**src/rtl/depth_to_gradient_color_assert.svh**
```systemverilog
// Assertion macros shared by the depth colormap RTL.
// Each use needs clk_i and rst_ni in scope; no other dependencies.
`ifndef DEPTH_TO_GRADIENT_COLOR_ASSERT_SVH
`define DEPTH_TO_GRADIENT_COLOR_ASSERT_SVH

// Checked on every rising edge, muted while reset is asserted
`define DGC_ASSERT(label, prop, msg) \
  label: assert property (@(posedge clk_i) disable iff (!rst_ni) (prop)) else $error(msg);

// Checked on every rising edge, including during reset
`define DGC_ASSERT_ALWAYS(label, prop, msg) \
  label: assert property (@(posedge clk_i) (prop)) else $error(msg);

`endif

```
**src/rtl/dgc_pkg.sv**
```systemverilog
// Shared types, constants and color helpers for the depth colormap.
// No dependencies; used by every module of the block.
`default_nettype none

package dgc_pkg;

  // Depth and window register width
  localparam int unsigned DEPTH_BITS     = 16;
  // Width of the depth field on the input stream
  localparam int unsigned SAMPLE_W       = 16;
  localparam int unsigned IN_W           = (DEPTH_BITS < SAMPLE_W) ? DEPTH_BITS : SAMPLE_W;
  // Range used when the window is empty or inverted (one meter)
  localparam int unsigned FALLBACK_RANGE = 1000;
  localparam int unsigned RNG_W          = (DEPTH_BITS > 10) ? DEPTH_BITS : 10;

  // Gradient position: 2 segment bits over a 14-bit blend weight
  localparam int unsigned K_BITS    = 14;
  localparam int unsigned T_BITS    = K_BITS + 2;
  localparam int unsigned K_ONE     = 1 << K_BITS;
  localparam int unsigned COLOR_W   = 8;
  localparam int unsigned BLEND_W   = COLOR_W + K_BITS + 1;
  localparam int unsigned CFG_IDX_W = 1;

  typedef enum logic [CFG_IDX_W-1:0] {
    REG_DEPTH_LOW  = 1'b0,
    REG_DEPTH_HIGH = 1'b1
  } cfg_reg_e;

  typedef logic [COLOR_W-1:0] color_t;

  // red sits in the low byte
  typedef struct packed {
    color_t blue;
    color_t green;
    color_t red;
  } rgb_t;

  // Word moving down the divider chain
  typedef struct packed {
    logic              invalid;
    logic              sat;
    logic [RNG_W-1:0]  rng;
    logic [RNG_W-1:0]  rem;
    logic [T_BITS-1:0] quo;
  } div_word_t;

  localparam rgb_t INVALID_COLOR = '{red: 8'd18, green: 8'd20, blue: 8'd26};
  localparam logic [2:0] LAST_STOP = 3'd4;

  // Five gradient stops
  function automatic rgb_t stop_color(input logic [2:0] idx);
    rgb_t c;
    case (idx)
      3'd0:    c = '{red: 8'd0,   green: 8'd0,   blue: 8'd90};
      3'd1:    c = '{red: 8'd0,   green: 8'd180, blue: 8'd200};
      3'd2:    c = '{red: 8'd0,   green: 8'd220, blue: 8'd60};
      3'd3:    c = '{red: 8'd250, green: 8'd220, blue: 8'd30};
      default: c = '{red: 8'd240, green: 8'd40,  blue: 8'd40};
    endcase
    return c;
  endfunction

  // (a*(1-k) + b*k) in Q0.14, truncated
  function automatic color_t blend_chan(input color_t a, input color_t b,
                                        input logic [K_BITS-1:0] k);
    logic [K_BITS:0]    wa;
    logic [BLEND_W-1:0] sum;
    wa  = (K_BITS+1)'(K_ONE) - {1'b0, k};
    sum = BLEND_W'(a) * BLEND_W'(wa) + BLEND_W'(b) * BLEND_W'(k);
    return sum[K_BITS +: COLOR_W];
  endfunction

endpackage

`default_nettype wire

```
**src/rtl/dgc_front.sv**
```systemverilog
// Input stage: window offset, range selection and saturation check.
// Depends on dgc_pkg.
`default_nettype none

module dgc_front (
  input  wire                               clk_i,
  input  wire                               rst_ni,
  input  wire                               en_i,
  input  wire                               valid_i,
  input  wire [dgc_pkg::SAMPLE_W-1:0]       depth_mm_i,
  input  wire [dgc_pkg::DEPTH_BITS-1:0]     depth_low_i,
  input  wire [dgc_pkg::DEPTH_BITS-1:0]     depth_high_i,
  output logic                              valid_o,
  output dgc_pkg::div_word_t                word_o
);
  import dgc_pkg::*;

  logic [DEPTH_BITS-1:0] d;
  logic [DEPTH_BITS-1:0] diff;
  logic [RNG_W-1:0]      rng;
  logic                  sat;
  logic                  valid_q;
  div_word_t             word_d, word_q;

  // Offset into the window and the divisor
  always_comb begin
    d    = DEPTH_BITS'(depth_mm_i[IN_W-1:0]);
    rng  = (depth_high_i > depth_low_i) ? RNG_W'(depth_high_i - depth_low_i)
                                        : RNG_W'(FALLBACK_RANGE);
    diff = (d > depth_low_i) ? (d - depth_low_i) : '0;
    // t reaches 1.0 exactly when the offset reaches the range
    sat  = RNG_W'(diff) >= rng;
    word_d.invalid = (d == '0);
    word_d.sat     = sat;
    word_d.rng     = rng;
    word_d.rem     = sat ? '0 : RNG_W'(diff);
    word_d.quo     = '0;
  end

  always_ff @(posedge clk_i or negedge rst_ni) begin
    if (!rst_ni) begin
      valid_q <= 1'b0;
    end else if (en_i) begin
      valid_q <= valid_i;
    end
  end

  always_ff @(posedge clk_i) begin
    if (en_i) begin
      word_q <= word_d;
    end
  end

  assign valid_o = valid_q;
  assign word_o  = word_q;

endmodule

`default_nettype wire

```
**src/rtl/dgc_div_cell.sv**
```systemverilog
// One restoring-division cell: produces one quotient bit per word.
// Depends on dgc_pkg.
`default_nettype none

module dgc_div_cell (
  input  wire                 clk_i,
  input  wire                 rst_ni,
  input  wire                 en_i,
  input  wire                 valid_i,
  input  dgc_pkg::div_word_t  word_i,
  output logic                valid_o,
  output dgc_pkg::div_word_t  word_o
);
  import dgc_pkg::*;

  logic [RNG_W:0] rem2;
  logic [RNG_W:0] rng_x;
  logic           ge;
  logic           valid_q;
  div_word_t      word_d, word_q;

  // Shift remainder, trial subtract
  always_comb begin
    rem2   = {word_i.rem, 1'b0};
    rng_x  = {1'b0, word_i.rng};
    ge     = rem2 >= rng_x;
    word_d = word_i;
    word_d.rem = ge ? RNG_W'(rem2 - rng_x) : rem2[RNG_W-1:0];
    word_d.quo = {word_i.quo[T_BITS-2:0], ge};
  end

  always_ff @(posedge clk_i or negedge rst_ni) begin
    if (!rst_ni) begin
      valid_q <= 1'b0;
    end else if (en_i) begin
      valid_q <= valid_i;
    end
  end

  always_ff @(posedge clk_i) begin
    if (en_i) begin
      word_q <= word_d;
    end
  end

  assign valid_o = valid_q;
  assign word_o  = word_q;

endmodule

`default_nettype wire

```
**src/rtl/dgc_blend.sv**
```systemverilog
// Color stage: picks the segment stops and blends each channel.
// Depends on dgc_pkg.
`default_nettype none

module dgc_blend (
  input  wire                 clk_i,
  input  wire                 rst_ni,
  input  wire                 en_i,
  input  wire                 valid_i,
  input  dgc_pkg::div_word_t  word_i,
  output logic                valid_o,
  output dgc_pkg::rgb_t       rgb_o
);
  import dgc_pkg::*;

  logic [1:0]        seg;
  logic [K_BITS-1:0] k;
  rgb_t              ca, cb, rgb_d, rgb_q;
  logic              valid_q;

  always_comb begin
    seg = word_i.quo[T_BITS-1 -: 2];
    k   = word_i.quo[K_BITS-1:0];
    ca  = stop_color({1'b0, seg});
    cb  = stop_color(3'({1'b0, seg}) + 3'd1);
    if (word_i.invalid) begin
      rgb_d = INVALID_COLOR;
    end else if (word_i.sat) begin
      rgb_d = stop_color(LAST_STOP);
    end else begin
      rgb_d.red   = blend_chan(ca.red,   cb.red,   k);
      rgb_d.green = blend_chan(ca.green, cb.green, k);
      rgb_d.blue  = blend_chan(ca.blue,  cb.blue,  k);
    end
  end

  always_ff @(posedge clk_i or negedge rst_ni) begin
    if (!rst_ni) begin
      valid_q <= 1'b0;
    end else if (en_i) begin
      valid_q <= valid_i;
    end
  end

  always_ff @(posedge clk_i) begin
    if (en_i) begin
      rgb_q <= rgb_d;
    end
  end

  assign valid_o = valid_q;
  assign rgb_o   = rgb_q;

endmodule

`default_nettype wire

```
**src/rtl/depth_to_gradient_color.sv**
```systemverilog
// Depth-to-color top level: config registers, division chain, blend, output skid.
// Depends on dgc_pkg, dgc_front, dgc_div_cell, dgc_blend and the assertion header.
//
// Usage:
// - Slave stream: one depth sample in millimeters per word (0 = no reading).
// - Master stream: one RGB word per sample, same order, red in the low byte.
// - Window registers (low, high) are written through the cfg port, by the user only
//   while idle (unchecked); an empty or inverted window spans one meter from low.
// - One word accepted per clock while s_axis_tready is high. Each word passes one
//   front stage, 16 division cells (one quotient bit each), one blend stage and
//   the output register on its way from accept to tvalid.
// - On a downstream stall the pipeline keeps running until the word behind the
//   held output lands in the skid register; then s_axis_tready drops and the
//   whole chain holds. Nothing is lost or repeated.
// - Reset clears every valid flag, loads low = 0 and high = 4000, and leaves
//   the stream empty with s_axis_tready high.
`default_nettype none

module depth_to_gradient_color (
  input  wire                               clk_i,
  input  wire                               rst_ni,
  // Config write port
  input  wire                               cfg_we_i,
  input  wire [dgc_pkg::CFG_IDX_W-1:0]      cfg_idx_i,
  input  wire [dgc_pkg::DEPTH_BITS-1:0]     cfg_data_i,
  // Depth in
  input  wire                               s_axis_tvalid,
  output logic                              s_axis_tready,
  input  wire [15:0]                        s_axis_tdata,  // [15:0] depth_mm
  // Color out
  output logic                              m_axis_tvalid,
  input  wire                               m_axis_tready,
  output logic [23:0]                       m_axis_tdata   // [7:0] red, [15:8] green,
                                                           // [23:16] blue
);
  import dgc_pkg::*;

  `include "depth_to_gradient_color_assert.svh"

  logic [DEPTH_BITS-1:0] depth_low_q, depth_high_q;
  logic                  en;

  logic                  chain_valid [T_BITS+1];
  div_word_t             chain_word  [T_BITS+1];

  logic                  bl_valid;
  rgb_t                  bl_rgb;

  logic                  o_valid_q, sk_valid_q;
  rgb_t                  o_rgb_q, sk_rgb_q;

  // Config registers
  always_ff @(posedge clk_i or negedge rst_ni) begin
    if (!rst_ni) begin
      depth_low_q  <= '0;
      depth_high_q <= DEPTH_BITS'(4000);
    end else if (cfg_we_i) begin
      unique case (cfg_reg_e'(cfg_idx_i))
        REG_DEPTH_LOW:  depth_low_q  <= cfg_data_i;
        REG_DEPTH_HIGH: depth_high_q <= cfg_data_i;
        default: ;
      endcase
    end
  end

  // Whole chain advances while the skid is empty
  assign en            = !sk_valid_q;
  assign s_axis_tready = en;

  dgc_front u_front (
    .clk_i        (clk_i),
    .rst_ni       (rst_ni),
    .en_i         (en),
    .valid_i      (s_axis_tvalid),
    .depth_mm_i   (s_axis_tdata),
    .depth_low_i  (depth_low_q),
    .depth_high_i (depth_high_q),
    .valid_o      (chain_valid[0]),
    .word_o       (chain_word[0])
  );

  // Division chain, one quotient bit per cell
  for (genvar i = 0; i < T_BITS; i++) begin : g_cell
    dgc_div_cell u_cell (
      .clk_i   (clk_i),
      .rst_ni  (rst_ni),
      .en_i    (en),
      .valid_i (chain_valid[i]),
      .word_i  (chain_word[i]),
      .valid_o (chain_valid[i+1]),
      .word_o  (chain_word[i+1])
    );
  end

  dgc_blend u_blend (
    .clk_i   (clk_i),
    .rst_ni  (rst_ni),
    .en_i    (en),
    .valid_i (chain_valid[T_BITS]),
    .word_i  (chain_word[T_BITS]),
    .valid_o (bl_valid),
    .rgb_o   (bl_rgb)
  );

  // Output register plus skid
  always_ff @(posedge clk_i or negedge rst_ni) begin
    if (!rst_ni) begin
      o_valid_q  <= 1'b0;
      sk_valid_q <= 1'b0;
    end else if (en) begin
      if (bl_valid) begin
        if (!o_valid_q || m_axis_tready) begin
          o_valid_q <= 1'b1;
        end else begin
          sk_valid_q <= 1'b1;
        end
      end else if (m_axis_tready) begin
        o_valid_q <= 1'b0;
      end
    end else if (m_axis_tready) begin
      sk_valid_q <= 1'b0;
    end
  end

  always_ff @(posedge clk_i) begin
    if (en) begin
      if (bl_valid) begin
        if (!o_valid_q || m_axis_tready) begin
          o_rgb_q <= bl_rgb;
        end else begin
          sk_rgb_q <= bl_rgb;
        end
      end
    end else if (m_axis_tready) begin
      o_rgb_q <= sk_rgb_q;
    end
  end

  assign m_axis_tvalid = o_valid_q;
  assign m_axis_tdata  = o_rgb_q;

  // Checks
  `DGC_ASSERT(a_skid_behind_out, sk_valid_q |-> o_valid_q, "skid full with output empty")
  `DGC_ASSERT(a_skid_held, sk_valid_q && !m_axis_tready |=> sk_valid_q, "skid word dropped")
  `DGC_ASSERT(a_skid_cause, $rose(sk_valid_q) |-> $past(o_valid_q && !m_axis_tready), "skid filled without stall")
  `DGC_ASSERT(a_ready_skid, s_axis_tready == !sk_valid_q, "ready out of step with skid")
  `DGC_ASSERT_ALWAYS(a_reset_idle, !rst_ni |=> !(o_valid_q || sk_valid_q), "busy after reset")

endmodule

`default_nettype wire
```
**config.mk**
```make
export PLATFORM = sky130hd
export DESIGN_NAME = depth_to_gradient_color
export DESIGN_NICKNAME = d
export VERILOG_FILES = /design/src/rtl/dgc_pkg.sv /design/src/rtl/dgc_front.sv /design/src/rtl/dgc_div_cell.sv /design/src/rtl/dgc_blend.sv /design/src/rtl/depth_to_gradient_color.sv
export VERILOG_INCLUDE_DIRS = /design/src /design/src/rtl
export SDC_FILE = /design/constraint.sdc
export NUM_CORES = 2
export LEC_CHECK = 0
export BUFFER_PORTS_ARGS = -buffer_cell sky130_fd_sc_hd__buf_4
export CAP_MARGIN = 20
export CORE_ASPECT_RATIO = 0.8
export CORE_MARGIN = 5
export CORE_UTILIZATION = 30
export CTS_BUF_LIST = sky130_fd_sc_hd__clkbuf_16
export DETAILED_ROUTE_END_ITERATION = 16
export GPL_ROUTABILITY_DRIVEN = 0
export PLACE_DENSITY_LB_ADDON = 0.25
export SETUP_SLACK_MARGIN = 0.3
export SYNTH_ARGS = -nofsm -noshare
export SYNTH_HDL_FRONTEND = slang
export SYNTH_SLANG_ARGS = --single-unit
```
**constraint.sdc**
```tcl
create_clock -name clk_i -period 32.9 [get_ports clk_i]
set_clock_uncertainty 0.2 [all_clocks]
set_input_delay 1.645 -clock clk_i [delete_from_list [all_inputs] [get_ports clk_i]]
set_output_delay 1.645 -clock clk_i [all_outputs]
set_load 0.03 [all_outputs]
```
=== Yosys cells after proc, flatten, opt, wreduce, memory -nomap -nowiden ===
Index checks and enable logic that the tools add are counted.
Widths: inputs -> output; s select.

* Memory bits (read-only): 0
* Memories: 0
* Bits in latches: 0
* Bits in registers: 806
* RAM bits: 0
* Bits of input ports: 38

* Bitwise gates (word level): 3
* Eq/ne operators: 8
* Multiply operators: 6
* Multiplexer cells: 31
* Magnitude comparators: 19
* Div/mod/pow operators: 0
* Reductions and logical operators: 15
* Shifts and indexed selects: 0
* Add/subtract/negate cells: 22

{| class="wikitable"
|+ Operator list
! kind !! count
|-
| $ge 17x16->1 || 16
|-
| $mux 16 || 17
|-
| $sub 16x16->16 || 17
|-
| $pmux 24 s4 || 2
|-
| $mux 24 || 4
|-
| $add 22x22->22 || 3
|-
| $mul 8x14->22 || 3
|-
| $mul 8x15->22 || 3
|-
| $gt 16x16->1 || 2
|-
| $mux 22 || 1
|-
| $ge 16x16->1 || 1
|-
| $logic_not 16->1 || 1
|-
| $sub 15x14->15 const A || 1
|-
| $reduce_and 3->1 || 3
|-
| $mux 1 || 7
|-
| $eq 3x2->1 const B || 2
|-
| $reduce_bool 2->1 || 3
|-
| $eq 2x2->1 const B || 2
|-
| $ne 2x2->1 const B || 2
|-
| $reduce_and 2->1 || 2
|-
| $add 2x1->3 const B || 1
|-
| $eq 3x1->1 const B || 1
|-
| $logic_not 3->1 || 1
|-
| $not 1->1 || 3
|-
| 5 further kinds || 6
|}

=== Depth between registers and ports, before layout ===
* Depth in word-level cells: 6
* Gate-level depth with buffers: 32

=== Cells and area by module ===
A second synthesis with hierarchy kept.

* Cells, all modules: 5600
* Area, all modules: 66877.9 um2

{| class="wikitable"
|+ By module, submodules not included
! module !! cells an instance !! area each (um2) !! instances
|-
| dgc_div_cell (g_cell[13].u_cell ...) || 197 || 2657.5 || 12
|-
| dgc_blend || 1846 || 17583.1 || 1
|-
| dgc_div_cell (g_cell[0].u_cell ...) || 206 || 2688.8 || 4
|-
| dgc_front || 412 || 3562.2 || 1
|-
| depth_to_gradient_color || 154 || 3086.7 || 1
|}

=== Least setup slack after synthesis ===
No wires, ideal clock.

* Path type: reg-to-output
* From: register sk_valid_q
* To: output s_axis_tready
* Cell stages (with the launch flop): 3
* Required time: 31.055 ns
* Arrival time: 14.296 ns
* Setup slack: 16.759 ns
* Path buffers: 1
* Cell sequence: dfrtp_1 clkbuf_1 inv_1

* Longest elaborated chain between the ends: 1

{| class="wikitable"
|+ RTL lines
! item !! RTL line !! source
|-
| start, declared || depth_to_gradient_color.sv:49 || <nowiki>logic o_valid_q, sk_valid_q;</nowiki>
|-
| start signal, assigned || depth_to_gradient_color.sv:109 || <nowiki>sk_valid_q <= 1'b0;</nowiki>
|-
| start signal, assigned || depth_to_gradient_color.sv:115 || <nowiki>sk_valid_q <= 1'b1;</nowiki>
|-
| start signal, assigned || depth_to_gradient_color.sv:121 || <nowiki>sk_valid_q <= 1'b0;</nowiki>
|-
| $logic_not 1->1 || depth_to_gradient_color.sv:67 || <nowiki>assign en = !sk_valid_q;</nowiki>
|-
| end, declared || depth_to_gradient_color.sv:28 || <nowiki>output logic s_axis_tready,</nowiki>
|}

No other way between the ends.

=== Final worst setup path ===
* From: register g_cell[15].u_cell.word_q, in the netlist g_cell[15].u_cell.word_o[0]
* To: register u_blend.rgb_q, in the netlist u_blend.rgb_o[7], data pin

* Longest elaborated chain between the ends: 4
* Elaborated cells between the ends (all ways): 5

{| class="wikitable"
|+ RTL lines
! item !! RTL line !! source
|-
| start, declared || dgc_div_cell.sv:20 || <nowiki>div_word_t word_d, word_q;</nowiki>
|-
| start signal, assigned || dgc_div_cell.sv:42 || <nowiki>word_q <= word_d;</nowiki>
|-
| $sub 15x14->15 || dgc_pkg.sv:68 || <nowiki>wa = (K_BITS+1)'(K_ONE) - {1'b0, k};</nowiki>
|-
| $mul 8x15->22 || dgc_pkg.sv:69 || <nowiki>sum = BLEND_W'(a) * BLEND_W'(wa) + BLEND_W'(b) * BLEND_W'(k);</nowiki>
|-
| $add 22x22->22 * || dgc_pkg.sv:69 ||
|-
| $mux 22 * || dgc_blend.sv:28 || <nowiki>end else if (word_i.sat) begin</nowiki>
|-
| end signal, assigned || dgc_blend.sv:47 || <nowiki>rgb_q <= rgb_d;</nowiki>
|-
| end, declared || dgc_blend.sv:18 || <nowiki>rgb_t ca, cb, rgb_d, rgb_q;</nowiki>
|}

Mark *: on every way between the ends. The rest lies on a longest branch, timed or not.
A chain may end at the register's enable or synchronous reset.

==> impl_metrics.json <==
{
  "postCtsSetupRepairBufs": 0,
  "fin_crit_ns": 9.18,
  "insertion_delay_ns": 0.70,
  "vias": 35781,
  "hold_violations": 0,
  "synth_most_common_cell": "inv_1",
  "row_count": 144,
  "fp.dieArea_mm2": 0.203,
  "synth_commonest_cells": "inv_1 (1,006), edfxtp_1 (754), ha_1 (562)",
  "detail-route-antenna-nets": 0,
  "clkSinkCount": 806,
  "wl_mm": 125,
  "grt_overflow": 0,
  "status": "complete, no violations",
  "hpwl_mm": 98.7,
  "grt_pass1_wl_mm": 204,
  "max_slew_margin": 0.248,
  "synth_area_leader_cell": "edfxtp_1",
  "yosys_warnings": 0,
  "synthToLayoutAreaGrowth_pct": 11.2,
  "ctsLongestPathBuffers": 3,
  "hold_class": "register to register",
  "worst_pin_slew_ns": 1.11,
  "crit_slowest_cell": "xor2_1",
  "synth.top_cell.area_share": 0.389,
  "first_pass_iters": 5,
  "async_flop_share": 0.0645,
  "fin_crit_sh": 0.279,
  "critPathCaptureType": "register",
  "drcViolationCount": 0,
  "maxCapViolCount": 0,
  "syn_area_per_cell_um2": 11.4,
  "cts_tree": "done",
  "synth_edf_count": 754,
  "die_w_um": 503,
  "netlist_instances": 5124,
  "ys_seq_area_frac": 0.411,
  "synth_area_leaders": "edfxtp_1 (39%), fa_1 (15%), ha_1 (12%), inv_1 (6.5%), mux2_2 (2.9%)",
  "synth.net_count": 6159,
  "synth_seq_cells": 806,
  "die_h_um": 404,
  "nets": 6252,
  "ctsHoldBuffers": 0,
  "path_class": "register to register",
  "fillers": 19312,
  "wl_per_cell_um": 16.0,
  "routed_via_density": 4.56,
  "drt_iter0_drc": 2450,
  "cp_max_fo": 13,
  "track_usage": 0.125,
  "start_kind": "register",
  "path_buf_inv": 5,
  "cts_root_buf": "clkbuf_16",
  "fin_cells": 7846,
  "placed_cells": 7680,
  "cpLargestDelayFamily": "adder cells",
  "required_ns": 33.13,
  "tns_ns": 0,
  "core_area_mm2": 0.193,
  "synth_cell_type_count": 91,
  "dp_worst_setup_slack_ns": 23.83,
  "crit_arrival_ns": 9.41,
  "max_stage_delay_ns": 0.68,
  "portBuffers": 63,
  "initial_utilization": 0.302,
  "cts-htree-levels": 3,
  "numCtsBuffers": 88,
  "mappedNetlistArea_mm2": 0.0583,
  "drive_above_1_share": 0.0839,
  "rsz0062_at_grt": "false",
  "fmax_mhz": 109,
  "cts_resized": 0,
  "setup_violations": 0,
  "clkTransAtPathRegs_ns": 0.08,
  "grt_pass1_vias": 36333,
  "io_pins": 64,
  "finalWorstSetupSlack_ns": 23.72,
  "antenna_found_initial": 7,
  "slew_violations": 0,
  "grt_max_degree": 142,
  "synth_ff_type": "edfxtp_1"
}
metal layers:
| layer | routed length, um | track usage | share of wire |
|---|---|---|---|
| met1 | 64500 | 0.194 | 0.51 |
| met2 | 52700 | 0.183 | 0.42 |
| met3 | 5760 | 0.0196 | 0.046 |
| met4 | 2230 | 0.0259 | 0.018 |
| met5 | 12 | 0 | 0.000096 |
cell type report:
class	instances	area, um2	share of cell area
multi-input cells	3224	30200	0.466
flip-flops and latches	806	24000	0.370
clock inverters	74	739	0.0114
inverters	1008	3790	0.0585
well taps	2555	3200	0.0493
diodes	1	2.50	0.0000386
clock buffers	89	2230	0.0344
repair buffers	89	716	0.0110
layout by cell type, fill, tap and decap left out, drive strengths merged, types with 12 or more instances in the layout:
cell type	n
inv	1029
edfxtp	754
ha	562
fa	435
nor2	296
nand2	224
o21ai	186
a21oi	179
mux2	175
xnor2	143
nor2b	97
and2	94
clkbuf	89
buf	89
nor3	86
o21a	86
a21o	75
xor2	72
nand2b	56
nand4	53
dfrtp	46
o31ai	39
clkinv	36
nand3	34
or3	28
o31a	25
a211oi	22
o21bai	20
mux2i	20
a31oi	18
nor4	17
a21boi	16
o211ai	15
o41ai	14
o2111ai	12
or2	12
kinds of logic after synthesis:
| group | Yosys count | synth area share |
|---|---|---|
| multiplexers | 195 | 0.0382 |
| XOR/XNOR | 215 | 0.0323 |
| adder cells (fa/ha/maj) | 997 | 0.270 |
| AO/OA/AOI/OAI | 783 | 0.0890 |
| flip-flops | 806 | 0.411 |
| AND/OR/NAND/NOR | 1034 | 0.0878 |
| buffers and inverters | 1094 | 0.0717 |
state kept, by name (all words and copies together) (netlist names):
| register | count |
|---|---|
| g_cell.u_cell.word_o | 648 |
| u_front.word_o | 34 |
| m_axis_tdata | 24 |
| sk_rgb_q | 24 |
| u_blend.rgb_o | 24 |
| depth_high_q | 16 |
| depth_low_q | 16 |
| g_cell.u_cell.valid_o | 16 |
| m_axis_tvalid | 1 |
| sk_valid_q | 1 |
| u_blend.valid_o | 1 |
| u_front.valid_o | 1 |
worst paths after layout:
kind,start,endpoint,slack [ns],depth (start not counted)
setup / recovery,g_cell[15].u_cell.word_o[0],u_blend.rgb_o[7],23.72,26
hold / removal,g_cell[13].u_cell.word_o[1],g_cell[14].u_cell.word_o[2],0.21,0
setup reg to reg,g_cell[15].u_cell.word_o[0],u_blend.rgb_o[7],23.72,26
hold reg to reg,g_cell[13].u_cell.word_o[1],g_cell[14].u_cell.word_o[2],0.21,0
max in group asynchronous,rst_ni,sk_valid_q,31.20,1
min in group asynchronous,rst_ni,depth_low_q[7],0.76,1
metrics by stage:
step                      area, um2  hold slack, ns   util
after floorplan               58300           0.200      -
after global placement        61800           0.200  0.320
after detailed placement      61800           0.205  0.320
after CTS                     64800           0.199  0.336
after global routing          64800           0.216  0.336
final                         64800           0.209  0.336
Power is not shown: default switching activity piles up to over one toggle a cycle in this logic, so the estimate is an artifact.
